### src/design/rwpm_pkg.sv
`timescale 1ns / 1ps
package rwpm_pkg;

  localparam int unsigned TableEntries = 64;

  localparam logic [1:0] OP_JOIN   = 2'd0;
  localparam logic [1:0] OP_CANCEL = 2'd1;
  localparam logic [1:0] OP_MATCH  = 2'd2;

  localparam logic [2:0] ST_JOINED    = 3'd0;
  localparam logic [2:0] ST_DUPLICATE = 3'd1;
  localparam logic [2:0] ST_FULL      = 3'd2;
  localparam logic [2:0] ST_CANCELLED = 3'd3;
  localparam logic [2:0] ST_NOT_FOUND = 3'd4;
  localparam logic [2:0] ST_MATCHED   = 3'd5;
  localparam logic [2:0] ST_NO_MATCH  = 3'd6;

  localparam logic [1:0] REG_INITIAL_RANGE = 2'd0;
  localparam logic [1:0] REG_GROWTH        = 2'd1;
  localparam logic [1:0] REG_MAX_RANGE     = 2'd2;

  localparam logic [15:0] INITIAL_RANGE_RST = 16'd100;
  localparam logic [15:0] GROWTH_RST        = 16'd20;
  localparam logic [15:0] MAX_RANGE_RST     = 16'd500;

  typedef struct packed {
    logic [31:0] user;
    logic [15:0] rating;
    logic [31:0] joined;
  } entry_t;

  typedef struct packed {
    logic [15:0] initial_range;
    logic [15:0] growth;
    logic [15:0] max_range;
  } win_cfg_t;

  function automatic logic rating_before(entry_t a, entry_t b);
    rating_before = (a.rating < b.rating) || ((a.rating == b.rating) && (a.user < b.user));
  endfunction

  function automatic logic age_before(entry_t a, entry_t b);
    age_before = (a.joined < b.joined) || ((a.joined == b.joined) && (a.user < b.user));
  endfunction

endpackage

### src/design/rwpm_window.sv
`timescale 1ns / 1ps
module rwpm_window (
  input  logic               clk_i,
  input  logic               load_i,
  input  logic [31:0]        joined_i,
  input  logic [31:0]        now_i,
  input  rwpm_pkg::win_cfg_t cfg_i,
  input  logic [15:0]        diff_p_i,
  input  logic [15:0]        diff_n_i,
  output logic               qual_p_o,
  output logic               qual_n_o
);

  logic        zero_q;
  logic [47:0] prod_q;
  logic [31:0] elapsed;
  logic [48:0] limit;

  assign elapsed = now_i - joined_i;

  // elapsed * growth is registered once per candidate entry that is scanned for neighbors
  always_ff @(posedge clk_i) begin
    if (load_i) begin
      zero_q <= (now_i <= joined_i);
      prod_q <= elapsed * cfg_i.growth;
    end
  end

  assign limit = ({33'd0, cfg_i.initial_range} * 49'd1000) + {1'b0, prod_q};

  function automatic logic qual(logic [15:0] d, logic z, logic [48:0] lim,
                                rwpm_pkg::win_cfg_t c);
    logic [48:0] scaled;
    scaled = {33'd0, d} * 49'd1000;
    if (z) begin
      qual = (d <= c.initial_range);
    end else begin
      qual = (d <= c.max_range) && (scaled <= lim);
    end
  endfunction

  assign qual_p_o = qual(diff_p_i, zero_q, limit, cfg_i);
  assign qual_n_o = qual(diff_n_i, zero_q, limit, cfg_i);

endmodule
### config.mk
export PLATFORM = sky130hd
export DESIGN_NAME = rwpm_window
export DESIGN_NICKNAME = d
export VERILOG_FILES = /design/src/design/rwpm_pkg.sv /design/src/design/rwpm_window.sv
export SDC_FILE = /design/constraint.sdc
export NUM_CORES = 2
export LEC_CHECK = 0
export BUFFER_PORTS_ARGS = -buffer_cell sky130_fd_sc_hd__buf_2
export CORE_ASPECT_RATIO = 1.4
export CORE_MARGIN = 2
export CORE_UTILIZATION = 40
export DETAILED_ROUTE_END_ITERATION = 6
export SYNTH_ARGS = -nofsm -noshare
export SYNTH_HDL_FRONTEND = slang
export SYNTH_SLANG_ARGS = --single-unit
### constraint.sdc
create_clock -name clk_i -period 18.6 [get_ports clk_i]
set_input_delay 5.58 -clock clk_i [delete_from_list [all_inputs] [get_ports clk_i]]
set_output_delay 5.58 -clock clk_i [all_outputs]
set_load 0.05 [all_outputs]
==> flow_summary.json <==
{
  "status": "finished clean",
  "grt_pass1_vias": 26507,
  "synthTopCellsByArea": "fa_1 (38%), ha_1 (18%), inv_1 (8.0%)",
  "yosysTopAreaCell": "fa_1",
  "crit_path_top_delay_cell": "fa_1",
  "finalHoldViolCount": 0,
  "grt_max_degree": 50,
  "route.detailed.drc": 0,
  "cp.arrival_ns": 12.73,
  "drv_slew": 0,
  "worstSetupEndpointType": "output pin",
  "dieArea_um2": 79200,
  "ant_nets": 0,
  "vias_per_cell": 5.34,
  "synthFlopType": "edfxtp_1",
  "core-area_um2": 76300,
  "syn-instance-count": 3461,
  "synth_edf_count": 49,
  "syn_area_per_cell_um2": 8.89,
  "avgRoutedWirePerCell_um": 18.4,
  "setup_tns_ns": 0,
  "worst_pin_slew_ns": 1.05,
  "grt_use_total": 0.221,
  "synth_nets": 4625,
  "io_buffers": 147,
  "period_share": 0.984,
  "root_buffer": "clkbuf_16",
  "ys_top_cells_by_count": "inv_1 (657), fa_1 (581), nand2_1 (438)",
  "ys_seq_elements": 49,
  "async_flop_share": 0,
  "synth.top_cell.area_share": 0.378,
  "cts.clk_slew.worst_paths_ns": 0.07,
  "die_w_um": 238,
  "clock.fmax_ghz": 0.0546,
  "die_h_um": 332,
  "slowest_delay_ns": 0.50,
  "first_pass_iters": 5,
  "crit_required_ns": 13.02,
  "finalWirelength_mm": 84.6,
  "start_kind": "input port",
  "fin_crit_ns": 18.31,
  "max-cap-violations": 0,
  "fillers": 7651,
  "cts_buffer_depth": 2,
  "antenna_found_initial": 4,
  "clock-sinks": 49,
  "hp-class": "in2reg",
  "cts_tree": "built",
  "area_delta_synth_final_pct": 9.28,
  "grt_pass1_wl_mm": 139,
  "drive_gt1_frac": 0.0922,
  "finalSetupViolations": 0,
  "via_count": 24551,
  "io_pins": 148,
  "fin_ws_ns": 0.290,
  "synth-seq-area-share": 0.0478,
  "crit_type": "in2out",
  "ys_types": 82,
  "grt.overflow.total": 0,
  "yosys_warnings": 0,
  "htreeDepth": 2,
  "synthMostInstantiatedCell": "inv_1",
  "drt_iter0_drc": 1126,
  "start_util": 0.403,
  "dp.final_hpwl_mm": 70.6,
  "crit_fanout": 4,
  "place_ws_ns": -0.207,
  "synth_area_um2": 30800,
  "fin_nets": 4787,
  "cts_buffers": 5,
  "place_congestion": 0.893,
  "slew_headroom": 0.299,
  "row_count": 120
}
[cell families (layout without fill, tap and decap cells)]
logic type	Yosys count	after routing	synth area share
adder cells (fa/ha/maj)	1024	1024	0.558
AND/OR/NAND/NOR	979	979	0.154
buffers and inverters	750	913	0.0917
AO/OA/AOI/OAI	503	503	0.105
XOR/XNOR	151	151	0.0430
flip-flops	49	49	0.0478
multiplexers	5	5	0.00167
other	0	1	0
[cell usage in the layout, fill, tap and decap left out, drive strengths merged, types with 14 or more instances in the layout]
| master | instances |
|---|---|
| a211oi | 17 |
| a21o | 77 |
| a21oi | 145 |
| a31oi | 25 |
| and2 | 163 |
| and3 | 29 |
| buf | 248 |
| edfxtp | 49 |
| fa | 581 |
| ha | 437 |
| inv | 658 |
| nand2 | 438 |
| nand2b | 31 |
| nand3 | 48 |
| nand4 | 35 |
| nor2 | 105 |
| nor2b | 44 |
| nor3 | 31 |
| o21a | 22 |
| o21ai | 112 |
| o21bai | 18 |
| or3 | 14 |
| xnor2 | 100 |
| xor2 | 51 |
[layout make-up]
type | instances | area (um2) | area share
clock buffers | 5 | 125 | 0.00372
repair buffers | 248 | 1530 | 0.0454
flip-flops and latches | 49 | 1470 | 0.0438
inverters | 657 | 2470 | 0.0733
clock inverters | 3 | 25.0 | 0.000744
multi-input cells | 2662 | 26800 | 0.797
well taps | 976 | 1220 | 0.0363
diodes | 1 | 2.50 | 0.0000744
[per-stage QoR]
stage,hold slack (ns),cell area [um2],util,cells
after detailed placement,6.27,33100,0.434,4586
after global routing,5.97,33600,0.441,4601
after floorplan,5.69,30800,-,3461
final,5.93,33600,0.441,4601
after global placement,6.26,33100,0.434,4586
after CTS,5.95,33300,0.437,4595
[registers in the layout, summed over array words and instances (netlist names)]
signal / cells
prod_q: 48
zero_q: 1
[worst max-delay path: cells and delay by family]
family / cells / cell delay [ns]
AO/OA/AOI/OAI: 16 / 3.15
XOR/XNOR: 2 / 0.31
AND/OR/NAND/NOR: 4 / 0.66
adder cells (fa/ha/maj): 6 / 2.19
buffers and inverters: 6 / 0.81
[layer usage]
metal	wire length [um]	GRT usage	share of wire
met1	33600	0.260	0.40
met2	45900	0.428	0.54
met3	2640	0.0120	0.031
met4	2420	0.0629	0.029
met5	13	0	0.00015
[what timing repair did]
item / 4_1_cts / 5_1_grt
buffers inserted: 1 / 6
pin swaps: 8 / 41
resized for setup: 9 / 60
endpoints found under the setup margin: 2 / 2
hold buffers: 0 / 0
[final timing paths]
path,start,end,slack [ns],depth (start not counted)
hold / removal,load_i,prod_q[7],5.93,2
setup / recovery,cfg_i[34],qual_n_o,0.29,34
Power is left out: the tool's default activity adds up to more than one toggle a clock period on the data nets, which glitch-free logic cannot reach.
